[src/rtl/fgbc_pkg.sv]
// Shared types and constants for the FIFO ghost block cache.
package fgbc_pkg;

  localparam int BLK_W  = 32;
  localparam int CFG_W  = 10;
  localparam int HELD_W = 10;
  localparam int CNT_W  = 32;
  localparam int GRP_W  = 32;
  localparam logic [CFG_W-1:0] CAP_RESET = 10'd512;

  typedef enum logic [1:0] {
    ST_IDLE,
    ST_CMP,
    ST_RED,
    ST_UPD
  } ctl_state_t;

  typedef struct packed {
    logic accept;
    logic cmp;
    logic red;
    logic upd;
  } step_t;

  typedef struct packed {
    logic cmp;
    logic wr;
    logic shift;
  } cell_ctl_t;

endpackage

[src/rtl/fgbc_ctrl.sv]
// Sequencer stepping one request through compare, reduce and update.
module fgbc_ctrl (
  input  logic            clk,
  input  logic            rst_n,
  input  logic            in_valid,
  input  logic            out_free,
  output logic            in_stall,
  output fgbc_pkg::step_t step
);
  import fgbc_pkg::*;

  ctl_state_t state_r, state_nxt;

  always_comb begin
    state_nxt = state_r;
    unique case (state_r)
      ST_IDLE: begin
        if (in_valid) begin
          state_nxt = ST_CMP;
        end
      end
      ST_CMP: begin
        state_nxt = ST_RED;
      end
      ST_RED: begin
        state_nxt = ST_UPD;
      end
      ST_UPD: begin
        if (out_free) begin
          state_nxt = ST_IDLE;
        end
      end
      default: begin
        state_nxt = ST_IDLE;
      end
    endcase
  end

  always_comb begin
    in_stall    = 1'b1;
    step        = '0;
    unique case (state_r)
      ST_IDLE: begin
        in_stall    = 1'b0;
        step.accept = in_valid;
      end
      ST_CMP: begin
        step.cmp = 1'b1;
      end
      ST_RED: begin
        step.red = 1'b1;
      end
      ST_UPD: begin
        step.upd = out_free;
      end
      default: begin
        in_stall = 1'b1;
      end
    endcase
  end

  always_ff @(posedge clk) begin
    if (!rst_n) begin
      state_r <= ST_IDLE;
    end else begin
      state_r <= state_nxt;
    end
  end

endmodule

[config.mk]
export PLATFORM = sky130hd
export DESIGN_NAME = fgbc_ctrl
export DESIGN_NICKNAME = d
export VERILOG_FILES = /design/src/rtl/fgbc_pkg.sv /design/src/rtl/fgbc_ctrl.sv
export SDC_FILE = /design/constraint.sdc
export NUM_CORES = 1
export LEC_CHECK = 0
export ABC_AREA = 1
export CORE_AREA = 2 2 39 41
export DETAILED_ROUTE_END_ITERATION = 8
export DIE_AREA = 0 0 41 43
export DONT_BUFFER_PORTS = 1
export SYNTH_ARGS = -nofsm -noshare
export SYNTH_HDL_FRONTEND = slang
export SYNTH_SLANG_ARGS = --single-unit
[constraint.sdc]
create_clock -name clk -period 1.1 [get_ports clk]
set_input_delay 0.11 -clock clk [delete_from_list [all_inputs] [get_ports clk]]
set_output_delay 0.11 -clock clk [all_outputs]
set_load 0.01 [all_outputs]
==> results of run 1 <==
[kinds of logic after synthesis]
kind of cell / after synthesis
AND/OR/NAND/NOR: 11
buffers and inverters: 8
adder cells (fa/ha/maj): 5
AO/OA/AOI/OAI: 2
flip-flops: 2
[worst reg2reg max path, cell delays in order (launching register included)]
cell and delay [ns]:
dfxtp_4 0.35, inv_2 0.06, ha_4 0.27, clkinvlp_4 0.06
nand3_1 0.07, nand2_1 0.05, nor2_1 0.08
[through the flow]
step | power, mW | cells | util [%]
after floorplan | 0.427 | 28 | -
after global placement | 0.518 | 46 | 16.3
after detailed placement | 0.522 | 46 | 16.3
after CTS | 0.726 | 50 | 19.0
after global routing | 0.866 | 50 | 20.3
final | 0.779 | 50 | 20.3
[worst max-delay path by stage]
stage | from | to | slack (ns) | cells past startpoint
final | state_r[0]$_SDFFE_PN0P_ | step[1] | 0.06 | 3
after global routing | state_r[0]$_SDFFE_PN0P_ | step[1] | 0.003 | 3
after CTS | state_r[1]$_SDFFE_PN0P_ | step[3] | 0.02 | 4
after detailed placement | state_r[1]$_SDFFE_PN0P_ | state_r[1]$_SDFFE_PN0P_ | -0.002 | 6
after global placement | state_r[0]$_SDFFE_PN0P_ | state_r[1]$_SDFFE_PN0P_ | 0.01 | 6
after floorplan | state_r[0]$_SDFFE_PN0P_ | state_r[1]$_SDFFE_PN0P_ | 0.06 | 6
[layer usage]
| layer | up-vias | GRT usage, % | wire length [um] |
|---|---|---|---|
| met4 | 0 | 8.00 | 0 |
| met3 | 0 | 4.71 | 34 |
| li1 | 95 | - | - |
| met2 | 6 | 6.25 | 191 |
| met1 | 76 | 2.87 | 134 |
| met5 | - | 0 | 0 |
[synthesized netlist by cell type]
cell | instances | area share [%]
nand2_1 | 5 | 9.9
dfxtp_1 | 2 | 21
clkinvlp_2 | 1 | 2.6
nand2_2 | 1 | 3.3
ha_1 | 5 | 33
nor2_1 | 3 | 5.9
inv_1 | 7 | 14
a21oi_1 | 2 | 5.3
nand3_1 | 2 | 5.3
[layout make-up]
type                            instances  area [sq um]
Timing Repair Buffer                    3          25.0
Tap cell                               16          20.0
Inverter                                8          33.8
Sequential cell                         2          45.0
Multi-Input combinational cell         18           134
Clock buffer                            3          22.5
Fill cell                             163          1100
[power by group]
group          leakage [nW]  total, mW  switching, mW  internal [mW]
logic                 0.117      0.465          0.250          0.215
clock network        0.0138      0.161         0.0405          0.120
registers            0.0175      0.153         0.0343          0.119
[what timing repair did]
action,4_1_cts,5_1_grt
hold endpoints to repair,2,0
setup buffers,0,0
endpoints found under the setup margin,4,3
pin swaps,1,0
resized for setup,5,5
cloned,0,0
hold buffers,1,0
==> qor.yml, run 1 <==
start_util_pct: 13.7
p_per_area_nw_per_um2: 2780
post-place-ws_ns: -0.00200
final_common_cell: "nand2_1"
htreeDepth: 1
synth_cells: 28
yosysUniqueCellTypes: 9
synthSimpleGateAreaFrac_pct: 24.3
drive_above_1_share_pct: 41.2
grt-ovfl-total: 0
cp_max_fo: 3
drt-initial-drc-count: 2
cts_made_buffers: 3
synth-seq-area-share_pct: 21.1
root_buffer: "clkbuf_4"
clkSinkCount: 2
holdPathStages: 4
rsz0062_at_grt: "no"
io_pins: 9
synth_xor_xnor_area_share_pct: 0
worstSetupPathType: "reg2out"
setup_violations: 0
num_vias: 177
max-vdd-ir-drop_uv: 498
fin_nets: 45
reg_top3: "state_r: 2 flops"
slew_headroom_pct: 91.3
via_per_inst: 3.54
first_global_vias: 139
dpl.hpwl_um: 276
antenna_left: 0
tightestPinTransition_ns: 0.131
min_to: "state_r[0]$_SDFFE_PN0P_"
timing.fmax_mhz: 957
worstPathCellList: "inv_2 > ha_2 > buf_4"
rows: 14
clock_latency_ns: 0.22
largest-register: "state_r"
cp_slowest_cell: "dfxtp_2"
wirelength_um: 360
syn-num-nets: 37
diodes: 0
required_ns: 0.99
area_growth_pct: 47.4
mostFrequentLayoutCells: "5 x nand2_1, 4 x inv_1"
track_usage_pct: 5.01
fin_ws_ns: 0.0555
slowest_delay_ns: 0.33
hold_slack_ns: 0.178
place_area_sq_um: 225
dieArea_sq_um: 1760
synth.area.mux_share_pct: 0
grt_max_degree: 5
ys_warn_count: 0
clockBufferDepth: 2
cts_tree: "built"
die_y_um: 43
synth-compound-area-share_pct: 5.26
ys_ff_latch: 2
crit_family: "flip-flops"
cap_violations: 0
tns_ns: 0
fin_skew_ns: 0.00241
hold_start: "in_valid"
wl_per_cell_um: 7.20
synth_top_family_by_area: "adder cells"
min_period_ns: 1.04
r2r-start: "state_r[1]$_SDFFE_PN0P_"
clk_pin_slew_ns: 0.03
avgSynthCellArea_sq_um: 6.79
final_area_sq_um: 280
r2r_slack_ns: 0.10
end_kind: "primary output"
grt_pass1_wl_um: 476
largest_register_ffs: 2
leakagePower_nw: 0.148
finalHoldViolCount: 0
synthAdderAreaFrac_pct: 32.9
ff2ff_path_depth: 6
status: "complete, no violations"
maxSlewViolCount: 0
grt_antenna_before_repair: 0
path_buf_inv: 2
port_buffers: 0
worstPathArrival_ns: 0.93
gp_routability_congestion: 0.629
hp-class: "in2reg"
cp-start-kind: "flip-flop"
r2r-end: "state_r[1]$_SDFFE_PN0P_"
dr.pass1.iters: 2
die_x_um: 41
post-route-period-util_pct: 95.0
drc: 0
design.core.area_sq_um: 1380
synth_area_sq_um: 190
Note: power is estimated with default switching activity, not from simulation.
==> inputs of run 2 (changes only) <==
- RECOVER_POWER: unset -> 100
==> run 2 against run 1 <==
  * Via count grew 0.56%
  * Die area did not move
  * Clock-buffer cell count stayed put
  * First-iteration DRC count down 100%
  * Sequential power about the same
  * Non-clock buffer count unchanged
  * Largest power group unchanged
==> qor.yml, run 2 (synthesis results as in run 1) <==
clock_latency_ns: 0.22  # about the same
place_area_sq_um: 225  # unchanged
root_buffer: "clkbuf_4"
worstSetupPathType: "reg2out"
max-vdd-ir-drop_uv: 471  # -5.4%
topRoutingLayerUsed: "met3"
rsz0062_at_grt: "no"
antenna_left: 0  # unchanged
grt_max_degree: 5  # unchanged
track_usage_pct: 5.01  # unchanged
final_common_cell: "nand2_1"
seqPwrFrac_pct: 20.4  # +0.8 points
fillers: 164  # +0.61%
dr_wl_met2_um: 190  # -0.52%
largest_register_ffs: 2  # unchanged
pwr-share-comb_pct: 58.3  # -1.4 points
final_util_pct: 20.1  # -0.18 points
min_period_ns: 1.04  # +0.000219 ns
fin_skew_ns: 0.00231  # -0.000109 ns
swShare_pct: 41.7  # about the same
final_area_sq_um: 278  # -0.89%
dr.pass1.iters: 1  # -1
post-route-period-util_pct: 95.0  # about the same
area_growth_pct: 46.1
cap_violations: 0  # unchanged
clkSinkCount: 2  # unchanged
via_per_inst: 3.56  # +0.56%
diodes: 0  # unchanged
die_x_um: 41  # unchanged
worstPathCellList: "inv_2 > ha_2 > buf_4"
worstPathArrival_ns: 0.93  # about the same
grt_antenna_before_repair: 0  # unchanged
cts_made_buffers: 3  # unchanged
drt-initial-drc-count: 0  # -2
setup_violations: 0  # unchanged
num_vias: 178  # +0.56%
pwr-share-clk_pct: 21.4  # +0.8 points
path_buf_inv: 2  # unchanged
finalHoldViolCount: 0  # unchanged
tightestPinTransition_ns: 0.131  # unchanged
io_pins: 9  # unchanged
mostFrequentLayoutCells: "5 x nand2_1, 4 x inv_1"
cp-start-kind: "flip-flop"
htreeDepth: 1  # unchanged
drc: 0  # unchanged
postCtsSetupRepairBufs: 0  # unchanged
gp_routability_congestion: 0.629  # unchanged
cts_tree: "built"
drive_above_1_share_pct: 41.2  # unchanged
cp_slowest_cell: "dfxtp_2"
wirelength_um: 360  # unchanged
wl_per_cell_um: 7.20  # unchanged
largest-register: "state_r"
crit_family: "flip-flops"
grt_pass1_wl_um: 476  # unchanged
dpl.hpwl_um: 276  # unchanged
p_per_area_nw_per_um2: 2710  # -2.6%
timing.fmax_mhz: 957  # about the same
hp-class: "in2reg"
cp_max_fo: 3  # unchanged
status: "complete, no violations"
clk_pin_slew_ns: 0.03  # about the same
slew_headroom_pct: 91.3  # unchanged
grt-ovfl-total: 0  # unchanged
met1Wirelength_um: 136  # +1.5%
die_y_um: 43  # unchanged
start_util_pct: 13.7  # unchanged
maxSlewViolCount: 0  # unchanged
p_int_mw: 0.438  # -3.5%
end_kind: "primary output"
slowest_delay_ns: 0.33  # about the same
design.core.area_sq_um: 1380  # unchanged
clockBufferDepth: 2  # unchanged
leakagePower_nw: 0.148  # about the same
wl_met3_um: 33  # -2.9%
required_ns: 0.99  # about the same
p_sw_mw: 0.314  # -3.4%
fin_nets: 45  # unchanged
port_buffers: 0  # unchanged
dieArea_sq_um: 1760  # unchanged
reg_top3: "state_r: 2 flops"
rows: 14  # unchanged
first_global_vias: 139  # unchanged
==> run 2: per-stage QoR <==
step	worst slack [ns]	power [mW]	hold slack [ns]	setup TNS (ns)	std cells
after floorplan	0.0556	0.427	0.231	0	28
after global routing	0.00337	0.839	0.202	0	50
after detailed placement	-0.00200	0.522	0.240	-0.00200	46
after global placement	0.0126	0.518	0.239	0	46
after CTS	0.0166	0.726	0.166	0	50
final	0.0553	0.752	0.179	0	50
==> run 2: worst register-to-register path: stages, from the launching register on <==
cell and delay (ns):
dfxtp_4 0.35, inv_2 0.06, ha_4 0.25, clkinvlp_2 0.07
nand3_1 0.08, nand2_1 0.05, nor2_1 0.08
==> run 2: power by group through the flow <==
stage | Sequential (mW) | Clock [mW] | Combinational, mW
finish | 0.153 | 0.161 | 0.438
global route | 0.160 | 0.179 | 0.501
CTS | 0.150 | 0.175 | 0.402
detailed placement | 0.138 | 0 | 0.384
global placement | 0.138 | 0 | 0.380
floorplan | 0.134 | 0 | 0.293
==> run 2: routing by layer <==
layer	GRT usage, %	vias to the layer above
met5	0	-
met4	8.00	0
met3	4.71	0
met2	6.25	6
met1	2.87	77
li1	-	95
==> run 2: repair_timing <==
item,CTS,global route
endpoints found under the hold margin,2,0
pin swaps,1,0
hold buffers,1,0
resized for setup,5,5
endpoints found under the setup margin,4,3
==> run 2: final timing paths <==
| kind | from | endpoint | slack [ns] | cells after the start |
|---|---|---|---|---|
| hold / removal | in_valid | state_r[0]$_SDFFE_PN0P_ | 0.18 | 4 |
| setup reg to reg | state_r[1]$_SDFFE_PN0P_ | state_r[1]$_SDFFE_PN0P_ | 0.09 | 6 |
| hold reg to reg | state_r[1]$_SDFFE_PN0P_ | state_r[1]$_SDFFE_PN0P_ | 0.52 | 2 |
| setup / recovery | state_r[0]$_SDFFE_PN0P_ | step[1] | 0.06 | 3 |
==> run 2: layout make-up <==
type | instances | area [sq um] | area share [%]
multi-input cells | 18 | 134 | 48.2
clock buffers | 3 | 22.5 | 8.11
flip-flops and latches | 2 | 45.0 | 16.2
inverters | 8 | 31.3 | 11.3
repair buffers | 3 | 25.0 | 9.01
well taps | 16 | 20.0 | 7.21
