==> config.mk <==
export PLATFORM = sky130hd
export DESIGN_NAME = fgbc_cell
export DESIGN_NICKNAME = d
export VERILOG_FILES = /design/src/rtl/fgbc_pkg.sv /design/src/rtl/fgbc_cell.sv
export SDC_FILE = /design/constraint.sdc
export NUM_CORES = 1
export LEC_CHECK = 0
export ABC_CLOCK_PERIOD_IN_PS = 5400
export BUFFER_PORTS_ARGS = -buffer_cell sky130_fd_sc_hd__buf_2
export CORE_UTILIZATION = 30
export DETAILED_ROUTE_END_ITERATION = 10
export SLEW_MARGIN = 20
export SYNTH_ARGS = -nofsm -noshare
export SYNTH_HDL_FRONTEND = slang
export SYNTH_SLANG_ARGS = --single-unit
==> constraint.sdc <==
create_clock -name clk -period 5.4 [get_ports clk]
set_input_delay 0.27 -clock clk [delete_from_list [all_inputs] [get_ports clk]]
set_output_delay 0.27 -clock clk [all_outputs]
set_load 0.1 [all_outputs]
==> src/rtl/fgbc_pkg.sv <==
// Shared types and constants for the FIFO ghost block cache.
package fgbc_pkg;

  localparam int BLK_W  = 32;
  localparam int CFG_W  = 10;
  localparam int HELD_W = 10;
  localparam int CNT_W  = 32;
  localparam int GRP_W  = 32;
  localparam logic [CFG_W-1:0] CAP_RESET = 10'd512;

  typedef enum logic [1:0] {
    ST_IDLE,
    ST_CMP,
    ST_RED,
    ST_UPD
  } ctl_state_t;

  typedef struct packed {
    logic accept;
    logic cmp;
    logic red;
    logic upd;
  } step_t;

  typedef struct packed {
    logic cmp;
    logic wr;
    logic shift;
  } cell_ctl_t;

endpackage

==> src/rtl/fgbc_cell.sv <==
// One storage cell of the entry chain: block number, valid bit and match flag.
module fgbc_cell #(
  parameter int IDX  = 0,
  parameter int PW   = 10
) (
  input  logic                      clk,
  input  logic                      rst_n,
  input  fgbc_pkg::cell_ctl_t       ctl,
  input  logic [PW-1:0]             wp,
  input  logic [fgbc_pkg::BLK_W-1:0] key,
  input  logic [fgbc_pkg::BLK_W-1:0] nb_blk,
  input  logic                      nb_vld,
  output logic [fgbc_pkg::BLK_W-1:0] blk,
  output logic                      vld,
  output logic                      match
);
  import fgbc_pkg::*;

  logic [BLK_W-1:0] blk_r, blk_nxt;
  logic             vld_r, vld_nxt;
  logic             match_r;
  logic             at_wp;

  assign at_wp = (wp == PW'(IDX));

  // The new entry lands at the write position; on an eviction everything
  // else moves one cell toward the oldest end.
  always_comb begin
    if (at_wp) begin
      blk_nxt = key;
      vld_nxt = 1'b1;
    end else if (ctl.shift) begin
      blk_nxt = nb_blk;
      vld_nxt = nb_vld;
    end else begin
      blk_nxt = blk_r;
      vld_nxt = vld_r;
    end
  end

  always_ff @(posedge clk) begin
    if (!rst_n) begin
      vld_r   <= 1'b0;
      match_r <= 1'b0;
    end else begin
      if (ctl.wr) begin
        vld_r <= vld_nxt;
      end
      if (ctl.cmp) begin
        match_r <= vld_r && (blk_r == key);
      end
    end
  end

  always_ff @(posedge clk) begin
    if (ctl.wr) begin
      blk_r <= blk_nxt;
    end
  end

  assign blk   = blk_r;
  assign vld   = vld_r;
  assign match = match_r;

endmodule

==> impl_metrics.json, run 1 <==
{
  "max_slew_margin_pct": 30.0,
  "tightest_slew_ns": 1.05,
  "synth_area_um2": 1920,
  "dpl_cell_area_um2": 2570,
  "worstPathMaxFanout": 34,
  "ios": 114,
  "post-route-cell-area_um2": 2690,
  "worstPathCellList": "buf_2 -> nor4_1 -> nand3_2 -> buf_4 -> a21boi_4",
  "timing.rr.start": "blk[10]",
  "dr.pass1.iters": 6,
  "finalSetupTns_ns": 0,
  "start_util_pct": 31.8,
  "seq_area_frac_synth_pct": 52.0,
  "grt_pass1_vias": 1451,
  "wl_per_cell_um": 13.4,
  "cp_slowest_cell": "a21boi_4",
  "hold_viol": 0,
  "hold_start": "rst_n",
  "layout_commonest_cell": "buf_2",
  "fp-row-count": 28,
  "grt_pass1_wl_mm": 6.38,
  "area_growth_pct": 39.5,
  "cp.arrival_ns": 2.04,
  "cts_root_buf": "clkbuf_8",
  "final.period_utilization_pct": 39.8,
  "vias": 1421,
  "finalMaxSlewViolations": 0,
  "cts.sinks": 34,
  "netlist_instances": 123,
  "portBuffers": 113,
  "worst_ep_required_time_ns": 5.30,
  "die_height_um": 82.1,
  "drt-total-wl_mm": 4.26,
  "hp-class": "primary input to register",
  "postCtsSetupRepairBufs": 0,
  "fmax_mhz": 465,
  "synth.avg_cell_area_um2": 15.6,
  "grt_max_degree": 35,
  "r2r_slack_ns": 3.90,
  "final_nets": 321,
  "coreArea_um2": 6060,
  "hold_end": "vld",
  "antenna_found_initial": 0,
  "min_delay_path_depth": 2,
  "cts_resized": 0,
  "drv_cap": 0,
  "startpoint_type": "primary input",
  "finalCriticalPeriod_ns": 2.15,
  "yosysWarnings": 0,
  "p_leak_nw": 1.24,
  "outcome": "completed",
  "cts_buffers": 5,
  "fp.dieW_um": 82.1,
  "antennaDiodeCount": 0,
  "setup_viol": 0,
  "drt_iter0_markers": 35,
  "syn-num-nets": 203,
  "grt_overflow_total": 0,
  "ctsHoldBuffers": 0,
  "drcViolationCount": 0,
  "die-area_um2": 6740,
  "cts_tree": "yes",
  "globalplace.congestion": 0.702,
  "r2r_end": "match",
  "synth.distinct_cells": 19,
  "cts_max_level": 2,
  "drive_above_1_share_pct": 64.0,
  "clk_pin_slew_ns": 0.07,
  "critPathMaxStageDelay_ns": 0.88,
  "ant_nets": 0,
  "hold_slack_ns": 0.243,
  "finClkSkew_ns": 0.00581,
  "rsz0062_at_grt": "no",
  "mostFrequentLayoutCells": "buf_2, edfxtp_1, mux2_4, xnor2_1, nand4_1",
  "vias_per_cell": 4.48,
  "clock_latency_ns": 0.28,
  "power.density_nw_per_um2": 290,
  "ir_worst_vdd_mv": 0.107,
  "critPathKind": "primary input to register",
  "ys_ff_latch": 34,
  "reg2reg_depth": 5,
  "cp-end-kind": "register",
  "grtUsageTotal_pct": 12.9,
  "cts_buffer_depth": 2
}
[per-layer routing]
metal / up-vias / track usage, % / share of wire (%)
li1: 698 / - / -
met1: 648 / 15.1 / 43
met2: 73 / 22.6 / 48
met3: 2 / 3.74 / 8.4
met4: 0 / 4.21 / 0.61
met5: - / 0 / 0
[worst max-delay path by stage]
stage	depth (start not counted)	endpoint	slack, ns	from
after floorplan	3	blk[0]	2.51	wp[9]
after global placement	5	blk[19]	2.99	wp[5]
after detailed placement	5	blk[28]	2.92	wp[5]
after CTS	5	blk[20]	3.21	wp[5]
after global routing	5	blk[20]	3.10	wp[5]
final	5	blk[20]	3.25	wp[5]
[cell type report]
| class | count | area (um2) |
|---|---|---|
| clock inverter | 1 | 30.0 |
| clock buffer | 7 | 86.3 |
| timing repair buffer | 114 | 573 |
| fill | 579 | 3380 |
| tap | 75 | 93.8 |
| sequential | 34 | 1000 |
| multi-input combinational | 85 | 897 |
| inverter | 1 | 3.75 |
[critical path: cells and delay by family]
family                 cells  cell delay, ns
buffers and inverters      2            0.42
AO/OA/AOI/OAI              1            0.88
AND/OR/NAND/NOR            2            0.45
[flip-flops by register name, summed over array words and instances (netlist names)]
| name | count |
|---|---|
| vld | 1 |
| blk | 32 |
| match | 1 |
[synth_stat cells]
cell	count	area, um2
nand3_2	1	10.0
a21boi_1	1	7.51
nand4b_1	1	8.76
xnor2_1	29	254
nor4_1	4	25.0
mux2_2	3	33.8
nand3b_1	1	7.51
inv_1	1	3.75
edfxtp_1	32	961
buf_6	3	33.8
xor2_1	3	26.3
nor3_1	1	5.00
nand4_1	8	50.1
nor2_1	1	3.75
o211a_1	1	10.0
dfxtp_1	2	40.0
nand3_1	1	5.00
nand2_1	1	3.75
mux2_4	29	435
[where the power goes]
group          leakage, nW  internal, W  total, W  switching, W
combinational        0.862    0.0000655  0.000223      0.000158
sequential           0.317     0.000309  0.000320     0.0000114
clock               0.0585     0.000150  0.000236     0.0000859
total                 1.24     0.000524  0.000780      0.000255
[cell families (layout without fill, tap and decap cells)]
group,after synthesis,count (layout),share of synthesized area (%)
compound gates,2,2,0.910
xor+xnor,32,32,14.6
buf+inv,4,123,1.95
flops,34,34,52.0
mux,32,32,24.4
simple gates,19,19,6.18
[stage by stage]
step	power (W)	worst slack, ns	cells	utilization, %
final	0.000780	3.25	317	44.3
after global routing	0.000810	3.10	317	44.3
after CTS	0.000791	3.21	317	44.3
after detailed placement	0.000551	2.92	309	42.4
after global placement	0.000550	2.99	309	42.4
after floorplan	0.000492	2.51	123	-
Note: power is estimated with default switching activity, not from simulation.
==> inputs of run 2 (changes only) <==
ABC_CLOCK_PERIOD_IN_PS = 2140   (was 5400)
clock period = 2.14 ns   (was 5.4 ns; I/O delays follow)
==> impl_metrics.json, run 2 (synthesized netlist as in run 1, its figures left out) <==
{
  "antenna_found_initial": 0,
  "power.density_nw_per_um2": 720,
  "ir_worst_vdd_mv": 0.308,
  "p_leak_nw": 1.25,
  "regArea_um2": 1000,
  "hold_start": "rst_n",
  "clk_pin_slew_ns": 0.07,
  "post-route-cell-area_um2": 2710,
  "wl_per_cell_um": 13.2,
  "hp-class": "primary input to register",
  "r2r_end": "match",
  "grt_max_degree": 34,
  "outcome": "completed",
  "largest_reg_flops": 32,
  "cts_tree": "yes",
  "hold_slack_ns": 0.0807,
  "globalplace.congestion": 0.718,
  "cts_root_buf": "clkbuf_8",
  "hold_viol": 0,
  "portBuffers": 113,
  "drv_cap": 0,
  "timing.rr.start": "blk[1]",
  "worst_ep_required_time_ns": 2.37,
  "hpwl_mm": 3.42,
  "fmax_mhz": 720,
  "pwr-share-clk_pct": 29.4,
  "vias": 1427,
  "finClkSkew_ns": 0.00633,
  "switching_power_w": 0.000658,
  "hold_end": "match",
  "startpoint_type": "register",
  "cp.arrival_ns": 1.62,
  "tightest_slew_ns": 0.496,
  "seqPwrFrac_pct": 41.4,
  "antennaDiodeCount": 0,
  "cts_buffers": 5,
  "finalCriticalPeriod_ns": 1.39,
  "dpl_cell_area_um2": 2600,
  "drt_iter0_markers": 50,
  "start_util_pct": 31.8,
  "fillers": 573,
  "multiInputGateArea_um2": 897,
  "worstPathMaxFanout": 2,
  "clock_latency_ns": 0.28,
  "reg2reg_depth": 5,
  "mostFrequentLayoutCells": "buf_2, edfxtp_1, mux2_4, xnor2_1, nand4_1",
  "cts_resized": 0,
  "grtUsageTotal_pct": 12.9,
  "power.internal_w": 0.00129,
  "ios": 114,
  "fp-row-count": 28,
  "layout_commonest_cell": "buf_2",
  "drt-total-wl_mm": 4.20,
  "ant_nets": 0,
  "cts.sinks": 34,
  "fp.dieW_um": 82.1,
  "finalMaxSlewViolations": 0,
  "r2r_slack_ns": 0.75,
  "setup_viol": 0,
  "swShare_pct": 33.8,
  "dr.pass1.iters": 3,
  "postCtsSetupRepairBufs": 0,
  "rsz0062_at_grt": "no",
  "cts_max_level": 2,
  "drive_above_1_share_pct": 64.8,
  "cts_buffer_depth": 2,
  "drcViolationCount": 0,
  "vias_per_cell": 4.47,
  "final_nets": 323,
  "coreArea_um2": 6060,
  "area_growth_pct": 40.6,
  "max_slew_margin_pct": 67.1,
  "min_delay_path_depth": 3,
  "fin_total_pwr_w": 0.00195,
  "grt_pass1_vias": 1385,
  "grt_pass1_wl_mm": 6.27,
  "grt_overflow_total": 0,
  "cp-end-kind": "register",
  "ctsHoldBuffers": 0,
  "finalSetupTns_ns": 0,
  "die-area_um2": 6740,
  "pwr-share-comb_pct": 29.2,
  "die_height_um": 82.1,
  "final.period_utilization_pct": 64.9,
  "critPathKind": "register to register"
}
==> run 2: cell types whose count changed in the layout (fill, tap and decap cells not counted) <==
cell      before  now
clkbuf_1       1    0
buf_12         0    1
clkbuf_8       6    5
buf_4          1    2
clkinv_2       0    2
==> run 2: final cells by class <==
type	instances	share of cell area (%)
sequential	34	37.0
multi-input combinational	85	33.2
inverter	1	0.139
clock buffer	5	2.54
clock inverter	3	1.48
timing repair buffer	116	22.2
tap	75	3.47
==> run 2: how the worst max path moves through the flow <==
stage	to	from	depth (start not counted)
6_report	match	blk[1]	5
5_1_grt	match	blk[5]	5
4_1_cts	match	blk[1]	5
3_5_place_dp	blk[7]	wp[5]	5
3_3_place_gp	blk[27]	wp[9]	5
2_1_floorplan	blk[0]	wp[9]	3
==> run 2: through the flow <==
stage / std cells / setup slack (ns) / utilization, %
6_report: 319 / 0.752 / 44.6
5_1_grt: 319 / 0.550 / 44.6
4_1_cts: 319 / 0.687 / 44.6
3_5_place_dp: 311 / 0.490 / 42.8
3_3_place_gp: 311 / 0.507 / 42.8
2_1_floorplan: 123 / 0.108 / -
==> run 2: power by group through the flow <==
stage / sequential, W / clock, W / combinational [W]
detailed placement: 0.000820 / 0 / 0.000572
finish: 0.000806 / 0.000573 / 0.000568
CTS: 0.000806 / 0.000596 / 0.000573
global placement: 0.000820 / 0 / 0.000569
global route: 0.000810 / 0.000633 / 0.000594
floorplan: 0.00112 / 0 / 0.000118
==> run 2: routing by layer <==
metal  share of wire (%)  wire length [um]  track usage, %  vias up
li1                    -                 -               -      704
met1                  44              1840            15.6      637
met2                  47              1950            21.6       81
met3                 8.4               354            4.07        5
met4                 1.1                47            4.21        0
met5                   0                 0               0        -
==> run 2: worst max-delay path, stage by stage, from the launching register on <==
cell	delay, ns
edfxtp_1	0.42
xnor2_1	0.16
nand4_1	0.15
nor4_1	0.41
nand3_1	0.13
nand2_1	0.08
==> inputs of run 3 (changes only) <==
ABC_CLOCK_PERIOD_IN_PS = 1210   (was 2140)
clock period = 1.21 ns   (was 2.14 ns; I/O delays follow)
==> impl_metrics.json, run 3 (synthesized netlist as in run 1, its figures left out) <==
{
  "finalMaxSlewViolations": 0,
  "fp-row-count": 28,
  "die-area_um2": 6740,
  "antennaDiodeCount": 0,
  "antenna_found_initial": 1,
  "ios": 114,
  "vias_per_cell": 4.54,
  "grt_overflow_total": 0,
  "drt_iter0_markers": 32,
  "cts_buffers": 5,
  "globalplace.congestion": 0.760,
  "tightest_slew_ns": 0.496,
  "post-route-cell-area_um2": 2890,
  "rsz0062_at_grt": "yes",
  "portBuffers": 113,
  "power.internal_w": 0.00212,
  "swShare_pct": 35.9,
  "clock_latency_ns": 0.29,
  "finalCriticalPeriod_ns": 1.36,
  "drcViolationCount": 0,
  "place_ws_ns": -0.231,
  "cts_buffer_depth": 2,
  "pwr-share-comb_pct": 32.4,
  "outcome": "finished, violations left",
  "violations": "setup timing",
  "min_delay_path_depth": 2,
  "ir_worst_vdd_mv": 0.585,
  "dr.pass1.iters": 4,
  "grt_max_degree": 20,
  "dpl_cell_area_um2": 2760,
  "drv_cap": 0,
  "area_growth_pct": 50.0,
  "p_leak_nw": 1.32,
  "cts_tree": "yes",
  "hp-class": "primary input to register",
  "hpwl_mm": 3.59,
  "cp.arrival_ns": 1.58,
  "pwr-share-clk_pct": 24.5,
  "fmax_mhz": 736,
  "grt_pass1_wl_mm": 7.11,
  "startpoint_type": "register",
  "power.density_nw_per_um2": 1150,
  "wl_per_cell_um": 13.6,
  "mostFrequentLayoutCells": "buf_2, edfxtp_1, mux2_4, xnor2_1, buf_4",
  "fin_ws_ns": -0.148,
  "max_slew_margin_pct": 67.2,
  "seqPwrFrac_pct": 43.1,
  "coreArea_um2": 6060,
  "setup_viol": 1,
  "drt-total-wl_mm": 4.47,
  "final.period_utilization_pct": 112,
  "fillers": 552,
  "drive_above_1_share_pct": 66.8,
  "fp.dieW_um": 82.1,
  "clk_pin_slew_ns": 0.08,
  "grtUsageTotal_pct": 14.5,
  "cts.sinks": 34,
  "critPathKind": "register to register",
  "cp-end-kind": "register",
  "reg2reg_depth": 6,
  "hold_slack_ns": 0.0450,
  "die_height_um": 82.1,
  "hold_viol": 0,
  "cts_max_level": 2,
  "worst_ep_required_time_ns": 1.44,
  "start_util_pct": 31.8,
  "cts_root_buf": "clkbuf_8",
  "finClkSkew_ns": 0.0145,
  "vias": 1488,
  "postLayoutCoreUtil_pct": 47.6,
  "switching_power_w": 0.00119,
  "worstPathMaxFanout": 2,
  "largest_reg_flops": 32,
  "layout_commonest_cell": "buf_2",
  "final_nets": 332,
  "grt_pass1_vias": 1550,
  "ant_nets": 0
}
run 3: cell type report:
class / count / area [um2] / share of cell area (%)
Tap cell: 75 / 93.8 / 3.25
Inverter: 1 / 3.75 / 0.130
Clock inverter: 2 / 10.0 / 0.347
Timing Repair Buffer: 125 / 764 / 26.5
Sequential cell: 34 / 1000 / 34.7
Multi-Input combinational cell: 85 / 941 / 32.6
Clock buffer: 6 / 72.6 / 2.51
run 3: worst max-delay path, cell delays in order, from the launching register on:
cell	delay [ns]
edfxtp_1	0.42
xnor2_1	0.17
nand4_1	0.12
nor4_2	0.31
buf_4	0.15
nand3_1	0.06
nand2_1	0.06
run 3: path summary, 6_finish.rpt:
kind | slack [ns] | endpoint | from
max | -0.15 | match | blk[19]
min | 0.05 | vld | rst_n
max reg2reg | -0.15 | match | blk[19]
min reg2reg | 0.48 | match | match
run 3: what timing repair did:
| item | CTS | global route |
|---|---|---|
| setup buffers | 0 | 1 |
| hold buffers | 0 | 0 |
| endpoints found under the setup margin | 3 | 9 |
| resized for setup | 3 | 9 |
| pin swaps | 4 | 1 |
| endpoints found under the hold margin | 0 | 0 |
run 3: stage by stage:
step | TNS (ns) | power [W] | instances
floorplan | -13.87 | 0.00220 | 123
global placement | -13.01 | 0.00251 | 319
detailed placement | -13.64 | 0.00251 | 319
CTS | -0.199 | 0.00334 | 327
global route | -0.357 | 0.00347 | 328
finish | -0.148 | 0.00331 | 328
run 3: routing by layer:
layer,wire length (um),vias up,GRT usage [%]
li1,-,721,-
met1,1880,680,17.3
met2,2110,76,23.2
met3,365,11,4.95
met4,114,0,6.84
met5,0,-,0
run 3: power groups by stage:
stage / Clock, W / Sequential (W) / Combinational (W)
3_3_place_gp: 0 / 0.00145 / 0.00106
5_1_grt: 0.000910 / 0.00144 / 0.00112
4_1_cts: 0.000847 / 0.00143 / 0.00107
6_report: 0.000812 / 0.00143 / 0.00107
3_5_place_dp: 0 / 0.00145 / 0.00106
2_1_floorplan: 0 / 0.00199 / 0.000216
